**config.mk**
```make
export PLATFORM = sky130hd
export DESIGN_NAME = echo_distance_temp_comp
export DESIGN_NICKNAME = d
export VERILOG_FILES = /design/src/sv/edtc_pkg.sv /design/src/sv/edtc_ctrl.sv /design/src/sv/edtc_dp.sv /design/src/sv/echo_distance_temp_comp.sv
export SDC_FILE = /design/constraint.sdc
export NUM_CORES = 1
export LEC_CHECK = 0
export BUFFER_PORTS_ARGS = -buffer_cell sky130_fd_sc_hd__clkbuf_2
export CAP_MARGIN = 20
export CELL_PAD_IN_SITES_DETAIL_PLACEMENT = 2
export CELL_PAD_IN_SITES_GLOBAL_PLACEMENT = 2
export CORE_MARGIN = 3
export CORE_UTILIZATION = 38
export CTS_CLUSTER_DIAMETER = 120
export DETAILED_ROUTE_END_ITERATION = 10
export HOLD_SLACK_MARGIN = 0.06
export PLACE_DENSITY_LB_ADDON = 0.15
export SLEW_MARGIN = 20
export SYNTH_ARGS = -nofsm -noshare
export SYNTH_HDL_FRONTEND = slang
export SYNTH_SLANG_ARGS = --single-unit
```
**constraint.sdc**
```tcl
create_clock -name clk -period 7.3 [get_ports clk]
set_clock_uncertainty 0.15 [all_clocks]
set_input_delay 1.825 -clock clk [delete_from_list [all_inputs] [get_ports clk]]
set_output_delay 1.825 -clock clk [all_outputs]
set_load 0.05 [all_outputs]
```
**src/sv/edtc_pkg.sv**
```systemverilog
// Shared types and constants for the echo distance block.
// No dependencies; used by edtc_ctrl, edtc_dp and echo_distance_temp_comp.
package edtc_pkg;

  // speed of sound, mm/s
  localparam logic [18:0] SPEED_DEFAULT = 19'd343200;
  localparam logic [18:0] SPEED_LOW     = 19'd200000;
  localparam logic [18:0] SPEED_HIGH    = 19'd400000;

  // 0 degC in milli-kelvin, and 331300^2
  localparam logic [19:0] KELVIN_MC = 20'd273150;
  localparam logic [36:0] BASE_SQ   = 37'd109759690000;

  // configuration reset values
  localparam logic [29:0] FREQ_RESET = 30'd1000000;
  localparam logic [23:0] MIN_RESET  = 24'd20000;
  localparam logic [23:0] MAX_RESET  = 24'd4000000;

  // serial unit lengths
  localparam int MUL_STEPS  = 28;
  localparam int DIV_STEPS  = 60;
  localparam int SQRT_STEPS = 20;
  localparam int CNT_W      = 6;

  // result status codes
  localparam logic [2:0] ST_OK       = 3'd0;
  localparam logic [2:0] ST_NO_ECHO  = 3'd1;
  localparam logic [2:0] ST_BLANKING = 3'd2;
  localparam logic [2:0] ST_RANGE    = 3'd3;
  localparam logic [2:0] ST_TEMP     = 3'd4;

  // configuration register indexes
  localparam logic [1:0] CFG_TIMER_FREQ = 2'd0;
  localparam logic [1:0] CFG_MIN_RANGE  = 2'd1;
  localparam logic [1:0] CFG_MAX_RANGE  = 2'd2;

  typedef enum logic [2:0] {
    S_IDLE,
    S_MUL,
    S_DIV,
    S_SQRT,
    S_DONE
  } state_t;

  typedef struct packed {
    logic load;
    logic mul_step;
    logic div_step;
    logic sqrt_step;
    logic sqrt_first;
    logic out_load;
  } cmd_t;

  typedef struct packed {
    logic is_temp;
    logic early;
  } sts_t;

endpackage

```
**src/sv/edtc_ctrl.sv**
```systemverilog
// Sequencer for the echo distance block: steps the serial multiply, divide
// and square root of edtc_dp and owns the input/output handshakes. Uses edtc_pkg.
module edtc_ctrl (
  input  logic           clk,
  input  logic           rst,
  input  logic           in_valid,
  output logic           in_ready,
  output logic           out_valid,
  input  logic           out_ready,
  input  edtc_pkg::sts_t sts,
  output edtc_pkg::cmd_t cmd
);
  import edtc_pkg::*;

  localparam logic [CNT_W-1:0] MUL_LAST  = CNT_W'(MUL_STEPS - 1);
  localparam logic [CNT_W-1:0] DIV_LAST  = CNT_W'(DIV_STEPS - 1);
  localparam logic [CNT_W-1:0] SQRT_LAST = CNT_W'(SQRT_STEPS - 1);

  state_t           state, state_next;
  logic [CNT_W-1:0] cnt, cnt_next;
  logic             out_valid_next;

  always_ff @(posedge clk) begin
    if (rst) begin
      state     <= S_IDLE;
      cnt       <= '0;
      out_valid <= 1'b0;
    end else begin
      state     <= state_next;
      cnt       <= cnt_next;
      out_valid <= out_valid_next;
    end
  end

  always_comb begin
    state_next = state;
    cnt_next   = cnt;
    cmd        = '0;
    in_ready   = 1'b0;
    unique case (state)
      S_IDLE: begin
        in_ready = 1'b1;
        if (in_valid) begin
          cmd.load   = 1'b1;
          cnt_next   = '0;
          state_next = S_MUL;
        end
      end
      S_MUL: begin
        if (sts.early) begin
          state_next = S_DONE;
        end else begin
          cmd.mul_step = 1'b1;
          if (cnt == MUL_LAST) begin
            cnt_next   = '0;
            state_next = S_DIV;
          end else begin
            cnt_next = cnt + 1'b1;
          end
        end
      end
      S_DIV: begin
        cmd.div_step = 1'b1;
        if (cnt == DIV_LAST) begin
          cnt_next   = '0;
          state_next = sts.is_temp ? S_SQRT : S_DONE;
        end else begin
          cnt_next = cnt + 1'b1;
        end
      end
      S_SQRT: begin
        cmd.sqrt_step  = 1'b1;
        cmd.sqrt_first = (cnt == '0);
        if (cnt == SQRT_LAST) begin
          cnt_next   = '0;
          state_next = S_DONE;
        end else begin
          cnt_next = cnt + 1'b1;
        end
      end
      S_DONE: begin
        // wait for the output register to free up
        if (!out_valid || out_ready) begin
          cmd.out_load = 1'b1;
          state_next   = S_IDLE;
        end
      end
      default: state_next = S_IDLE;
    endcase
  end

  always_comb begin
    if (cmd.out_load) begin
      out_valid_next = 1'b1;
    end else if (out_ready) begin
      out_valid_next = 1'b0;
    end else begin
      out_valid_next = out_valid;
    end
  end

endmodule

```
**src/sv/edtc_dp.sv**
```systemverilog
// Datapath of the echo distance block: shift-add multiplier, restoring divider,
// digit-by-digit square root, stored speed of sound and result register. Uses edtc_pkg.
module edtc_dp (
  input  logic           clk,
  input  logic           rst,
  input  edtc_pkg::cmd_t cmd,
  output edtc_pkg::sts_t sts,
  input  logic           kind,
  input  logic [31:0]    echo_ticks,
  input  logic [17:0]    temp_millic,
  input  logic [29:0]    tick_rate_hz,
  input  logic [23:0]    min_range_um,
  input  logic [23:0]    max_range_um,
  output logic [23:0]    distance_um,
  output logic [2:0]     status,
  output logic [18:0]    sound_speed_mm_s
);
  import edtc_pkg::*;

  logic [18:0] speed;
  logic        is_temp;
  logic        early;
  logic [2:0]  early_code;
  logic [18:0] speed_use_r;
  logic [36:0] mcand;
  logic [27:0] mplier;
  logic [29:0] divisor;
  logic [59:0] acc;
  logic [29:0] rem;
  logic [19:0] root;

  logic [18:0] speed_use;
  logic [27:0] sp28;
  logic [27:0] mpl_echo;
  logic [19:0] kelvin;
  logic [59:0] mul_acc;
  logic [30:0] div_rs;
  logic [30:0] div_dv;
  logic        div_ge;
  logic [30:0] div_diff;
  logic [20:0] sq_rem_in;
  logic [19:0] sq_root_in;
  logic [22:0] sq_rs;
  logic [22:0] sq_trial;
  logic        sq_ge;
  logic [22:0] sq_diff;
  logic        round_up;
  logic [20:0] new_root;
  logic [18:0] new_speed;
  logic        blank;
  logic        over;

  assign sts.is_temp = is_temp;
  assign sts.early   = early;

  // out-of-limit stored speed falls back to the default for echoes
  assign speed_use = (speed < SPEED_LOW || speed > SPEED_HIGH) ? SPEED_DEFAULT : speed;
  assign sp28      = 28'(speed_use);
  assign mpl_echo  = (sp28 << 9) - (sp28 << 3) - (sp28 << 2); // x500
  assign kelvin    = KELVIN_MC + {{2{temp_millic[17]}}, temp_millic};

  // MSB-first shift-add
  assign mul_acc = {acc[58:0], 1'b0} + (mplier[27] ? 60'(mcand) : 60'd0);

  // restoring divide, quotient shifts into acc
  assign div_rs   = {rem, acc[59]};
  assign div_dv   = {1'b0, divisor};
  assign div_ge   = (div_rs >= div_dv);
  assign div_diff = div_rs - div_dv;

  // radicand is the quotient, below 2^40; two bits per step from acc[39:38]
  assign sq_rem_in  = cmd.sqrt_first ? 21'd0 : rem[20:0];
  assign sq_root_in = cmd.sqrt_first ? 20'd0 : root;
  assign sq_rs      = {sq_rem_in, acc[39:38]};
  assign sq_trial   = {1'b0, sq_root_in, 2'b01};
  assign sq_ge      = (sq_rs >= sq_trial);
  assign sq_diff    = sq_rs - sq_trial;

  // round to nearest: remainder x - r^2 above r
  assign round_up  = (rem[20:0] > {1'b0, root});
  assign new_root  = {1'b0, root} + 21'(round_up);
  assign new_speed = new_root[18:0];

  assign blank = (acc < {36'd0, min_range_um});
  assign over  = (acc > {36'd0, max_range_um});

  always_ff @(posedge clk) begin
    if (rst) begin
      speed <= SPEED_DEFAULT;
    end else if (cmd.out_load && is_temp) begin
      speed <= new_speed;
    end
  end

  always_ff @(posedge clk) begin
    if (cmd.load) begin
      is_temp     <= kind;
      speed_use_r <= speed_use;
      acc         <= '0;
      rem         <= '0;
      if (kind) begin
        early      <= 1'b0;
        early_code <= ST_TEMP;
        mcand      <= BASE_SQ;
        mplier     <= 28'(kelvin[18:0]);
        divisor    <= 30'(KELVIN_MC);
      end else begin
        early      <= (echo_ticks == '0) || (tick_rate_hz == '0);
        early_code <= (echo_ticks == '0) ? ST_NO_ECHO : ST_RANGE;
        mcand      <= 37'(echo_ticks);
        mplier     <= mpl_echo;
        divisor    <= tick_rate_hz;
      end
    end
    if (cmd.mul_step) begin
      acc    <= mul_acc;
      mplier <= {mplier[26:0], 1'b0};
    end
    if (cmd.div_step) begin
      acc <= {acc[58:0], div_ge};
      rem <= div_ge ? div_diff[29:0] : div_rs[29:0];
    end
    if (cmd.sqrt_step) begin
      acc  <= {acc[57:0], 2'b00};
      rem  <= 30'(sq_ge ? sq_diff : sq_rs);
      root <= {sq_root_in[18:0], sq_ge};
    end
  end

  always_ff @(posedge clk) begin
    if (cmd.out_load) begin
      if (is_temp) begin
        distance_um      <= '0;
        status           <= ST_TEMP;
        sound_speed_mm_s <= new_speed;
      end else begin
        sound_speed_mm_s <= speed_use_r;
        if (early) begin
          distance_um <= '0;
          status      <= early_code;
        end else if (blank) begin
          distance_um <= '0;
          status      <= ST_BLANKING;
        end else if (over) begin
          distance_um <= '0;
          status      <= ST_RANGE;
        end else begin
          distance_um <= acc[23:0];
          status      <= ST_OK;
        end
      end
    end
  end

endmodule

```
**src/sv/echo_distance_temp_comp.sv**
```systemverilog
// Ultrasonic echo distance with temperature-compensated speed of sound.
// Top level: configuration registers, edtc_ctrl and edtc_dp. Uses edtc_pkg.
//
// Usage:
//   Input channel (in_valid/in_ready): kind 0 carries echo_ticks, kind 1
//   carries temp_millic. Each accepted beat gives exactly one result beat on
//   the output channel (out_valid/out_ready): distance_um, status and
//   sound_speed_mm_s.
//   Config channel (cfg_valid/cfg_ready): cfg_index selects timer frequency,
//   blanking distance or maximum distance; always ready, write only when idle.
// Timing: one item at a time through a shared serial datapath. An echo takes
//   a shift-add multiply and a restoring divide; a temperature adds a square
//   root. Zero ticks or zero timer frequency skips the arithmetic and goes
//   straight to the result. The next item is taken in the cycle after its
//   predecessor is loaded into the output register.
// Reset: speed of sound returns to 343200 mm/s, registers to their defaults,
//   output empty. A stalled receiver holds the result; the next item is still
//   accepted and runs until it needs the output register.
module echo_distance_temp_comp (
  input  logic        clk,
  input  logic        rst,
  input  logic        in_valid,
  output logic        in_ready,
  input  logic        kind,
  input  logic [31:0] echo_ticks,
  input  logic [17:0] temp_millic,
  output logic        out_valid,
  input  logic        out_ready,
  output logic [23:0] distance_um,
  output logic [2:0]  status,
  output logic [18:0] sound_speed_mm_s,
  input  logic        cfg_valid,
  output logic        cfg_ready,
  input  logic [1:0]  cfg_index,
  input  logic [29:0] cfg_data
);
  import edtc_pkg::*;

  logic [29:0] tick_rate_hz;
  logic [23:0] min_range_um;
  logic [23:0] max_range_um;
  cmd_t        cmd;
  sts_t        sts;

  assign cfg_ready = 1'b1;

  always_ff @(posedge clk) begin
    if (rst) begin
      tick_rate_hz <= FREQ_RESET;
      min_range_um <= MIN_RESET;
      max_range_um <= MAX_RESET;
    end else if (cfg_valid && cfg_ready) begin
      unique case (cfg_index)
        CFG_TIMER_FREQ: tick_rate_hz <= cfg_data;
        CFG_MIN_RANGE:  min_range_um <= cfg_data[23:0];
        CFG_MAX_RANGE:  max_range_um <= cfg_data[23:0];
        default: ;
      endcase
    end
  end

  edtc_ctrl u_ctrl (
    .clk       (clk),
    .rst       (rst),
    .in_valid  (in_valid),
    .in_ready  (in_ready),
    .out_valid (out_valid),
    .out_ready (out_ready),
    .sts       (sts),
    .cmd       (cmd)
  );

  edtc_dp u_dp (
    .clk              (clk),
    .rst              (rst),
    .cmd              (cmd),
    .sts              (sts),
    .kind             (kind),
    .echo_ticks       (echo_ticks),
    .temp_millic      (temp_millic),
    .tick_rate_hz     (tick_rate_hz),
    .min_range_um     (min_range_um),
    .max_range_um     (max_range_um),
    .distance_um      (distance_um),
    .status           (status),
    .sound_speed_mm_s (sound_speed_mm_s)
  );

`ifndef SYNTHESIS
  // one item in flight: no second beat right after an accept
  a_one_in_flight: assert property (@(posedge clk) disable iff (rst)
    (in_valid && in_ready) |=> !in_ready)
    else $error("input taken while an item is in flight");

  a_ok_in_range: assert property (@(posedge clk) disable iff (rst)
    (out_valid && status == ST_OK) |->
      (distance_um >= min_range_um && distance_um <= max_range_um))
    else $error("ok distance outside configured range");

  a_reject_zero: assert property (@(posedge clk) disable iff (rst)
    (out_valid && status != ST_OK) |-> (distance_um == '0))
    else $error("rejected result carries a distance");

  a_echo_speed: assert property (@(posedge clk) disable iff (rst)
    (out_valid && status != ST_TEMP) |->
      (sound_speed_mm_s >= SPEED_LOW && sound_speed_mm_s <= SPEED_HIGH))
    else $error("echo used a speed outside limits");
`endif

endmodule
```
## Yosys cells after proc, flatten, opt, wreduce, memory -nomap -nowiden

Cells that the tools add are included.

- $add $sub $neg: 8
- Order comparisons: 7
- Equality and inequality tests: 15
- Multiplexer cells: 47
- Reductions and logical operators: 22

Operators with widths:

| kind | number |
|---|---|
| two-way mux 60 bit | 4 |
| two-way mux 30 bit | 4 |
| two-way mux 28 bit | 3 |
| two-way mux 37 bit | 2 |
| adder 60 bit | 1 |
| greater-than comparator 60 x 24 -> 1 bit | 1 |
| < comparator 60 x 24 -> 1 bit | 1 |
| two-way mux 19 bit | 2 |
| logical NOT 32 bit | 1 |
| greater-or-equal comparator 31 x 30 -> 1 bit | 1 |
| logical NOT 30 bit | 1 |
| two-way mux 6 bit | 5 |
| subtractor 30 bit | 1 |
| subtractor 28 x 21 -> 28 bit | 1 |
| subtractor 28 x 22 -> 28 bit | 1 |
| two-way mux 3 bit | 9 |
| case mux 6 bit (4 select lines) | 1 |
| greater-or-equal comparator 23 x 22 -> 1 bit | 1 |
| two-way mux 23 bit | 1 |
| subtractor 23 x 22 -> 23 bit | 1 |
| greater-than comparator 21 x 20 -> 1 bit | 1 |
| two-way mux 21 bit | 1 |
| two-way mux 20 bit | 1 |
| adder 19 x 1 -> 19 bit | 1 |
| other kinds (30) | 53 |

- Bits in registers: 382
- Input port bits: 88
- Output and inout bits: 49
- Word-level logic and storage cells: 122

## Depth between registers and ports, before layout

Gate-level depths: netlist of the first run.

- Depth in word-level cells: 8
- Mapped depth: 21
- Gate-level depth less buffers: 19

## By module

From an unflattened synthesis of the first run, not the netlist that was laid out.

- Cell total of the unflattened synthesis: 2,734
- Area total of the unflattened synthesis: 25,987.4 um2

Modules (own cells, without submodules):

| module | instances | cells an instance | area an instance (um2) | seq. area each (um2) |
|---|---|---|---|---|
| edtc_dp | 1 | 2,330 | 21,951.1 | 8,458.1 |
| echo_distance_temp_comp | 1 | 306 | 3,264.4 | 1,561.5 |
| edtc_ctrl | 1 | 98 | 772.0 | 200.2 |

## Least setup slack after synthesis of the first run

Ideal clock, no wire load.

- Kind: reg-to-reg
- Start point: register u_ctrl.state[0]
- End point: register u_dp.mplier[13], data pin
- Setup time: 0.129 ns
- Arrival: 4.742 ns
- Required time: 7.021 ns
- Setup slack: 2.279 ns
- Stages on the path, launching flop included: 10
- Path buffers: 1
- Period minus slack after synthesis: 5.021 ns
- Cell sequence: dfxtp_1 clkbuf_1 nor3_1 nand2_1 inv_1 nand2_1 nor2_1 a21oi_1 o21ai_0 or3_1

- Word-level cells in the longest chain between the ends: 3

Ends and longest elaborated chain:

| what | RTL line | source |
|---|---|---|
| from (decl) | edtc_ctrl.sv:19 | `state_t state, state_next;` |
| from (signal assigned) | edtc_ctrl.sv:29 | `state <= state_next;` |
| equality test 3 x 1 -> 1 bit | edtc_ctrl.sv:40 | `unique case (state)` |
| two-way mux 1 bit | edtc_ctrl.sv:40 |  |
| two-way mux 28 bit | edtc_dp.sv:115 | `if (cmd.mul_step) begin` |
| to (signal assigned) | edtc_dp.sv:105 | `mplier <= 28'(kelvin[18:0]);` |
| to (signal assigned) | edtc_dp.sv:111 | `mplier <= mpl_echo;` |
| to (signal assigned) | edtc_dp.sv:117 | `mplier <= {mplier[26:0], 1'b0};` |
| to (decl) | edtc_dp.sv:26 | `logic [27:0] mplier;` |

Every way passes these cells.
A chain may end at the register's enable or synchronous reset.

## Final worst setup path of the first run

- Start point: register u_ctrl.state[1]
- End point: register u_dp.rem[4], data pin

- Word-level cells in the longest chain between the ends: 6
- Elaborated cells between the ends (all ways): 11
- Classes of those cells: add/sub: 1; order compare: 1; eq/ne: 2; mux: 7

Ends and longest elaborated chain:

| what | RTL line | source |
|---|---|---|
| equality test 3 x 2 -> 1 bit | edtc_ctrl.sv:40 |  |
| two-way mux 2 bit | edtc_ctrl.sv:40 |  |
| two-way mux 21 bit or two-way mux 20 bit (tied branches) | edtc_dp.sv:72, edtc_dp.sv:73 |  |
| subtractor 23 x 22 -> 23 bit or greater-or-equal comparator 23 x 22 -> 1 bit (tied branches) | edtc_dp.sv:77, edtc_dp.sv:76 |  |
| two-way mux 23 bit | edtc_dp.sv:125 | `rem <= 30'(sq_ge ? sq_diff : sq_rs);` |
| two-way mux 30 bit * | edtc_dp.sv:123 | `if (cmd.sqrt_step) begin` |
| to (signal assigned) | edtc_dp.sv:121 | `rem <= div_ge ? div_diff[29:0] : div_rs[29:0];` |
| to (signal assigned) | edtc_dp.sv:125 |  |
| to (decl) | edtc_dp.sv:29 | `logic [29:0] rem;` |

Mark *: on every way between the ends. The rest lies on a longest branch, timed or not.

==> results of run 1 <==
## final cells by class
cell class / instances / area (µm²)
Antenna cell: 1 / 2.50
Clock buffer: 65 / 1390
Clock inverter: 23 / 264
Fill cell: 7108 / 36700
Inverter: 205 / 777
Multi-Input combinational cell: 2109 / 13700
Sequential cell: 377 / 10200
Tap cell: 855 / 1070
Timing Repair Buffer: 165 / 903
## state kept, by name, summed over array words and instances (netlist names), 20 cells and up
name and flops:
u_dp.acc 60, u_dp.mcand 33, tick_rate_hz 30, u_dp.divisor 30
u_dp.rem 30, u_dp.mplier 28, max_range_um 24, min_range_um 24
u_dp.distance_um 24, u_dp.root 20
## cell usage in the layout, fill, tap and decap left out, types with 18 or more instances in the layout
cell	n
nor2b_1	47
o21bai_1	18
xnor2_1	86
ha_1	194
nand2b_1	23
and3_1	24
or2_2	34
nand2_1	350
a21oi_1	246
edfxtp_1	267
buf_4	31
xor2_1	39
clkbuf_2	133
o21ai_0	133
a31oi_1	26
a211oi_1	34
nor3_1	47
clkbuf_16	49
nand4_1	40
a21o_1	80
a211o_1	26
dfxtp_1	109
inv_1	200
and2_1	60
o21a_1	23
nand3_1	72
o22ai_1	24
nor2_1	201
mux2i_1	36
nor3b_1	25
nor4_1	30
## metrics by stage
step | power [mW] | util
CTS | 11.9 | 0.436
floorplan | 7.38 | -
global placement | 8.91 | 0.410
global route | 12.6 | 0.436
detailed placement | 9.22 | 0.410
finish | 11.8 | 0.436
## final timing paths
path	depth (start not counted)	slack, ns	to	start
max reg2reg	16	1.68	u_dp.rem[4]	u_ctrl.state[1]
min reg2reg	2	0.31	min_range_um[4]	min_range_um[4]
min	2	0.31	min_range_um[4]	min_range_um[4]
max	16	1.68	u_dp.rem[4]	u_ctrl.state[1]
## kinds of logic (layout without fill, tap and decap cells)
family / Yosys count / after routing / synth area share
AND/OR/NAND/NOR: 1015 / 1015 / 0.196
AO/OA/AOI/OAI: 722 / 722 / 0.183
flip-flops: 377 / 377 / 0.406
buffers and inverters: 326 / 458 / 0.0498
adder cells (fa/ha/maj): 205 / 205 / 0.105
XOR/XNOR: 125 / 125 / 0.0435
multiplexers: 41 / 41 / 0.0165
other: 1 / 2 / 0.000149
## metal layers
| metal | part of all wire | track usage | routed length, µm |
|---|---|---|---|
| met4 | 0.028 | 0.0739 | 2630 |
| met1 | 0.46 | 0.352 | 42500 |
| met2 | 0.48 | 0.446 | 44100 |
| met5 | 0 | 0 | 0 |
| met3 | 0.037 | 0.0315 | 3420 |
## tightest hold or removal path, stage by stage, from the launching register on
cell	delay (ns)
dfxtp_1	0.30
nand2_1	0.05
a21oi_1	0.05
## power breakdown
| group | internal [mW] | switching, mW | total [mW] |
|---|---|---|---|
| combinational | 2.06 | 3.62 | 5.68 |
| clock | 1.51 | 1.02 | 2.53 |
| sequential | 3.03 | 0.561 | 3.59 |
| total | 6.60 | 5.20 | 11.8 |
==> metrics, run 1 <==
status=complete, no violations; Worst Tran Pin Value=1.03 ns; DR DRC count=0; power per standard cell area=416 nW/µm²; sequential-to-total area share from yosys stat=0.406; Yosys warning total=0; max_slew headroom=0.307; sum of negative setup slack=0 ns; pre-CTS setup slack=1.57 ns; Lkg Pwr=between 10 and 15 nW; CTS buffer count=47; Commonest cells post-synth=nand2_1, edfxtp_1, a21oi_1; Mapped Cells=2812; worst hold path type=reg2reg; Critical Path AT=5.77 ns; layout cell share with drive strength beyond 1=0.104; Max Fanout on Critical Path=45; Startpoint Class=flip-flop; syn_area_per_cell=approximately 9.0 µm²; CTS Buffer Depth=3; Port Buffers=135; Inst Count DP=3711; largest net degree at the start of global routing=77; die area=slightly below 70000 µm²; cts hold-fix bufs=0; Tmin final=5.62 ns; CP required=7.46 ns; Async SR Flop Fraction=0; Cell Count, Final, Fillers Out=3800; Hold Vio Cnt, Final=0; Post-CTS Resized=0; Yosys top cell by area=edfxtp_1; Post-CTS Setup Inserts=0; DP Wirelength=slightly below 70 mm; RSZ-0062 raised after global routing=no; Ports=137; Post-synth EDFFs=267; max-cap violations=0; Final WS setup=around 1.7 ns; Synth Register Bits=between 300 and 400; overall die height=263 µm; final wirelength=92.6 mm; floorplan row count=93; post-synthesis cell type count=80; endpoints failing setup=0; final period utilization=0.769; clk slew on worst S/H paths=0.06 ns; most numerous cell in the Yosys netlist=nand2_1; CP Cell Sequence=nor2b_2 > nand2_2 > clkinv_1 > buf_4 > a31oi_1 > ha_1 > o21a_1 > or4_4 > a311oi_2 > nor3b_1 > o31a_1 > o41ai_4 > and2_1 > inv_6 > mux2i_1 > o22ai_1; First-pass DRT Iterations=5; die width=about 260 µm; initial antenna violation count=3; synth top area cells=edfxtp_1, ha_1, dfxtp_1, nand2_1, a21oi_1; GRT Total Usage=0.262; final hold slack=0.307 ns; DR vias=22100; CP Capture Type=flip-flop; highest clock rate=~0.18 GHz; H-tree depth=2; syn_nets=3105; worst skew pair latency=0.60 ns; clock sinks=377; Slew Limit Fails=0; Routed wire per std cell=about 24 µm; grt ovf=0; final instance area=28400 µm²; critical path's top delay family=compound AO/OA/AOI/OAI gates; top cell type's share of synthesized area=0.318; Worst path slowest cell=buf_4; Bufs and invs on worst path=3; Vias per Instance=around 5.8; CP peak stage delay=0.63 ns; vias in the first global route=24200; Nets=3198; area delta synth->final=12.6%; core box area=65000 µm²; CTS Root Cell=clkbuf_16; Final GP Congestion=0.890; global-route wire length before repair=144 mm; Final ANT Viol Nets=0; 1st-iter DRT viols=between 1000 and 1500; critical path class=reg2reg; Post-Syn Area=25200 µm²; Cell Area, Placed=26700 µm²; Top FF cell, synth=edfxtp_1; Starting Density=0.387; CTS tree=yes; maximum vdd drop=approximately 0.19 mV
(Power assumes the default switching activity.)
==> run 2, diff against run 1 <==
==> constraint.sdc (replaced) <==
create_clock -name clk -period 5.7 [get_ports clk]
set_clock_uncertainty 0.15 [all_clocks]
set_input_delay 1.425 -clock clk [delete_from_list [all_inputs] [get_ports clk]]
set_output_delay 1.425 -clock clk [all_outputs]
set_load 0.05 [all_outputs]
==> run 2 against run 1 <==
  * Count of clock-buffer cells in the layout is 5 lower
  * Setup slack worse by 1.3 ns
  * Hold slack better by 0.0024 ns
  * Cell area is 0.18% lower
  * Die area stayed put
  * Routed wire length is 0.18% higher
  * Sequential cell count stayed put
  * Via count is 0.30% lower
  * Maximum frequency is 6.4% higher
  * Final cell count is 0.11% higher
  * Core utilization is 0.079 points lower
  * Global-route usage is 0.084 points lower
  * Largest power group unchanged
==> metrics, run 2 (same netlist as run 1, synthesis figures left out) <==
Routed wire per std cell=24.4 µm; min-delay src=max_range_um[15]; CTS Root Cell=clkbuf_16; H-tree depth=2; CTS tree=yes; Most Frequent Cell on Critical Path=a21o_1; Cell Count, Final, Fillers Out=roughly 3800; Power, Total=around 15 mW; max reg flops=60; Max Fanout on Critical Path=11; layout cell share with drive strength beyond 1=0.105; Critical Path AT=5.47 ns; Ports=137; area delta synth->final=12.4%; global-route wire length before repair=144 mm; worst hold path type=reg2reg; clk slew on worst S/H paths=0.07 ns; worst skew pair latency=0.62 ns; Inst Count DP=between 3000 and 4000; Tmin final=5.28 ns; CTS buffer count=between 40 and 50; Final GP Congestion=between 0.8 and 0.9; 1st-iter DRT viols=1310; power per standard cell area=528 nW/µm²; Reg with most FFs=u_dp.acc; most common cell after layout, fill and taps aside=nand2_1; Slew Limit Fails=0; Final Core Density=0.435; hold depth=2; core box area=65000 µm²; max_slew headroom=0.283; highest clock rate=0.189 GHz; First-pass DRT Iterations=5; Worst Tran Pin Value=1.07 ns; CP peak stage delay=~0.5 ns; largest net degree at the start of global routing=106; clock sinks=377; CP Capture Type=flip-flop; final hold slack=0.309 ns; Lkg Pwr=~12 nW; die width=263 µm; DR DRC count=0; Port Buffers=approximately 140; overall die height=263 µm; R2R setup slack=0.42 ns; RSZ-0062 raised after global routing=no; grt ovf=0; Reg-to-Reg End=u_dp.mplier[27]; Hold Vio Cnt, Final=0; maximum vdd drop=about 0.30 mV; CTS Buffer Depth=3; CP required=5.89 ns; Nets=about 3200; DR vias=22100; vias in the first global route=around 24000; Startpoint Class=flip-flop; Vias per Instance=5.80; Final ANT Viol Nets=0; worst r2r path cells=17; CP Cell Sequence=o41ai_1 > a22o_1 > and2_2 > nand2_1 > ha_1 > ha_1 > or3_1 > ha_1 > a21o_1 > a21o_1 > a21o_1 > a21o_1 > a21oi_1 > a21boi_0 > o311ai_1 > xnor2_1 > a22o_1; WHS Endpoint=max_range_um[15]; max-cap violations=0; biggest regs=u_dp.acc x60, u_dp.mcand x33; final period utilization=0.926; GRT Total Usage=0.262; initial antenna violation count=2; critical path class=reg2reg; final wirelength=92.8 mm; most frequent cells in the layout=nand2_1, edfxtp_1, a21oi_1; status=complete, no violations; floorplan row count=93; Worst path slowest cell=o41ai_1; endpoints failing setup=0; die area=around 69000 µm²; sum of negative setup slack=0 ns; DP Wirelength=69.2 mm; r2r startpoint=u_dp.speed[13]; Post-CTS Setup Inserts=0; Starting Density=0.387
run 2: metal layers:
metal / routed length, µm / GRT usage / share of wire / vias to the layer above
met2: 44300 / 0.442 / 0.48 / 412
met1: 41900 / 0.346 / 0.45 / 11200
li1: - / - / - / 10300
met3: 3710 / 0.0351 / 0.040 / 156
met4: 2930 / 0.0857 / 0.032 / 0
met5: 0 / 0 / 0 / -
run 2: where the power goes:
part | total (mW) | switching (mW) | internal (mW) | leakage [nW]
clock | 3.04 | 1.30 | 1.74 | 0.764
sequential | 4.62 | 0.735 | 3.89 | 3.46
combinational | 7.28 | 4.63 | 2.65 | 7.39
run 2: stage by stage:
stage               area, µm²  worst slack, ns
global placement        26700            0.600
detailed placement      26700            0.269
floorplan               25200            0.679
CTS                     28300            0.257
global route            28300           0.0975
finish                  28300            0.420
run 2: worst max path at each step:
stage / from / end / slack, ns
6_report: u_dp.speed[13] / u_dp.mplier[27] / 0.42
5_1_grt: u_dp.speed[14] / u_dp.mplier[27] / 0.1
4_1_cts: u_dp.speed[13] / u_dp.mplier[27] / 0.26
3_5_place_dp: u_dp.speed[14] / u_dp.mplier[27] / 0.27
3_3_place_gp: u_dp.speed[14] / u_dp.mplier[27] / 0.60
2_1_floorplan: u_ctrl.state[0] / u_dp.mplier[13] / 0.68
run 2: critical path, delay by kind of cell (launching register included):
family,cells,cell delay [ns]
AOI/OAI and AO/OA,10,2.58
xor gates and xnor gates,1,0.16
adders and majority gates,3,0.87
DFF,1,0.36
and+or+nand+nor,3,0.90
run 2: timing repair:
action | in CTS | in global routing
gates resized for setup | 0 | 1
hold buffers | 0 | 0
setup endpoints to repair | 0 | 1
run 2: area by class of cell:
class / instances / area [µm²]
repair buffers: 171 / 952
flip-flops and latches: 377 / 10200
multi-input cells: 2109 / 13700
diodes: 1 / 2.50
well taps: 855 / 1070
fillers: 7110 / 36700
clock inverters: 26 / 259
inverters: 205 / 777
clock buffers: 60 / 1290
==> run 3, diff against run 2 <==
--- a/config.mk
+++ b/config.mk
@@ -9,6 +9,7 @@
 export CAP_MARGIN = 20
 export CELL_PAD_IN_SITES_DETAIL_PLACEMENT = 2
 export CELL_PAD_IN_SITES_GLOBAL_PLACEMENT = 2
+export CORE_ASPECT_RATIO = 0.75
 export CORE_MARGIN = 3
 export CORE_UTILIZATION = 38
 export CTS_CLUSTER_DIAMETER = 120
==> run 3 against run 2 <==
  * Sequential cell count stayed put
  * Cell area is 0.33% lower
  * Register-to-register slack got worse by 0.14 ns
  * Critical path depth is 1 higher
  * Total power decreased by 0.73%
  * Combinational power about the same
  * Setup slack worse by 0.14 ns
  * Hold slack worse by 0.0034 ns
  * First-iteration DRC count grew 2.8%
  * Critical endpoint unchanged
==> metrics, run 3 (same netlist as run 1, synthesis figures left out) <==
RSZ-0062 raised after global routing=no; global-route wire length before repair=144 mm; max reg flops=60; pre-CTS setup slack=0.162 ns; die area=between 60000 and 70000 µm²; CTS buffer count=44; First-pass DRT Iterations=5; Cell Area, Placed=26700 µm²; cts hold-fix bufs=0; Max Fanout on Critical Path=13; most common cell after layout, fill and taps aside=nand2_1; Routed wire per std cell=about 24 µm; final period utilization=0.952; Starting Density=0.385; Bufs and invs on worst path=0; Worst path slowest cell=dfxtp_1; DP Wirelength=68.5 mm; GRT Total Usage=0.264; Nets=between 3000 and 4000; clk slew on worst S/H paths=0.06 ns; H-tree depth=2; Tmin final=5.42 ns; final instance area=28200 µm²; Hold Vio Cnt, Final=0; critical path's top delay family=compound AO/OA/AOI/OAI gates; Final ANT Viol Nets=0; highest clock rate=~0.18 GHz; Most Frequent Cell on Critical Path=a21o_1; CTS tree=yes; Slew Limit Fails=0; Ports=137; Lkg Pwr=between 10 and 15 nW; most frequent cells in the layout=nand2_1, edfxtp_1, a21oi_1; worst skew pair latency=0.61 ns; Power, Total=14.8 mW; metal2 WL=40.6 mm; final wirelength=92.5 mm; die width=around 300 µm; Cell Count, Final, Fillers Out=3812; CP peak stage delay=roughly 0.48 ns; CP Cell Sequence=o211ai_1 > o21ai_0 > a22o_1 > and2_2 > nand2_1 > ha_1 > ha_1 > or3_1 > ha_1 > a21o_1 > a21o_1 > a21o_1 > a21o_1 > a21oi_1 > a21boi_0 > o311ai_1 > xnor2_1 > a22o_1; Startpoint Class=flip-flop; n_diodes=0; CTS Buffer Depth=3; core box area=~65000 µm²; DR DRC count=0; layout cell share with drive strength beyond 1=0.103; overall die height=229 µm; 1st-iter DRT viols=about 1300; Final GP Congestion=0.865; Final Core Density=0.432; biggest regs=u_dp.acc x60, u_dp.mcand x33; Final WS setup=approximately 0.28 ns; sum of negative setup slack=0 ns; worst hold path type=reg2reg; Worst Tran Pin Value=1.07 ns; largest net degree at the start of global routing=68; critical path class=reg2reg; maximum vdd drop=0.237 mV; initial antenna violation count=0; Port Buffers=135; area delta synth->final=12.0%; CTS Root Cell=clkbuf_16; Vias per Instance=5.80; WL met1=roughly 46 mm; met3 WL=4.49 mm; clock sinks=between 300 and 400; highest routed metal layer=met4; vias in the first global route=23500; grt ovf=0; CP required=about 5.9 ns; Reg with most FFs=u_dp.acc; final hold slack=0.306 ns; Inst Count DP=approximately 3700; Critical Path AT=5.64 ns; status=complete, no violations; max-cap violations=0; max_slew headroom=0.284; CP Capture Type=flip-flop; endpoints failing setup=0; DR vias=22100; floorplan row count=about 80; power per standard cell area=roughly 530 nW/µm²
[run 3: changes by cell type in the layout (fill, tap and decap cells not counted), moves of 2 or more]
cell / previous run / this run
clkinv_8: 2 / 0
clkinv_2: 12 / 8
buf_4: 36 / 34
inv_6: 2 / 4
clkinv_4: 1 / 3
inv_4: 2 / 4
clkbuf_16: 48 / 44
[run 3: layout make-up]
| class | instances | area [µm²] |
|---|---|---|
| Fill cell | 7214 | 37200 |
| Multi-Input combinational cell | 2109 | 13700 |
| Sequential cell | 377 | 10200 |
| Clock buffer | 54 | 1170 |
| Tap cell | 871 | 1090 |
| Timing Repair Buffer | 168 | 926 |
| Inverter | 205 | 777 |
| Clock inverter | 28 | 292 |
[run 3: path summary, 6_finish.rpt]
kind,from,end,slack (ns),cells after the start
worst max-delay path,u_dp.speed[9],u_dp.mplier[27],0.28,18
worst min-delay path,u_dp.mplier[0],u_dp.mplier[0],0.31,2
worst max register to register,u_dp.speed[9],u_dp.mplier[27],0.28,18
worst min register to register,u_dp.mplier[0],u_dp.mplier[0],0.31,2
[run 3: per-layer routing]
layer  track usage  vias up
li1              -    10300
met1         0.392    11200
met2         0.404      461
met3        0.0406      101
met4        0.0566        0
met5             0        -
[run 3: power breakdown]
part	internal [mW]	switching [mW]
clock	1.66	1.29
sequential	3.89	0.720
combinational	2.64	4.65
[run 3: worst register-to-register path, cell delays in order, from the launching register on]
cell and delay, ns:
dfxtp_1 0.48, o211ai_1 0.15, o21ai_0 0.26, a22o_1 0.30
and2_2 0.37, nand2_1 0.22, ha_1 0.36, ha_1 0.19
or3_1 0.40, ha_1 0.39, a21o_1 0.24, a21o_1 0.18
a21o_1 0.19, a21o_1 0.18, a21oi_1 0.26, a21boi_0 0.35
o311ai_1 0.17, xnor2_1 0.15, a22o_1 0.20
[run 3: timing repair]
item / CTS / global route
buffers inserted: 0 / 0
setup endpoints to repair: 0 / 3
resized for setup: 0 / 2
endpoints found under the hold margin: 0 / 0
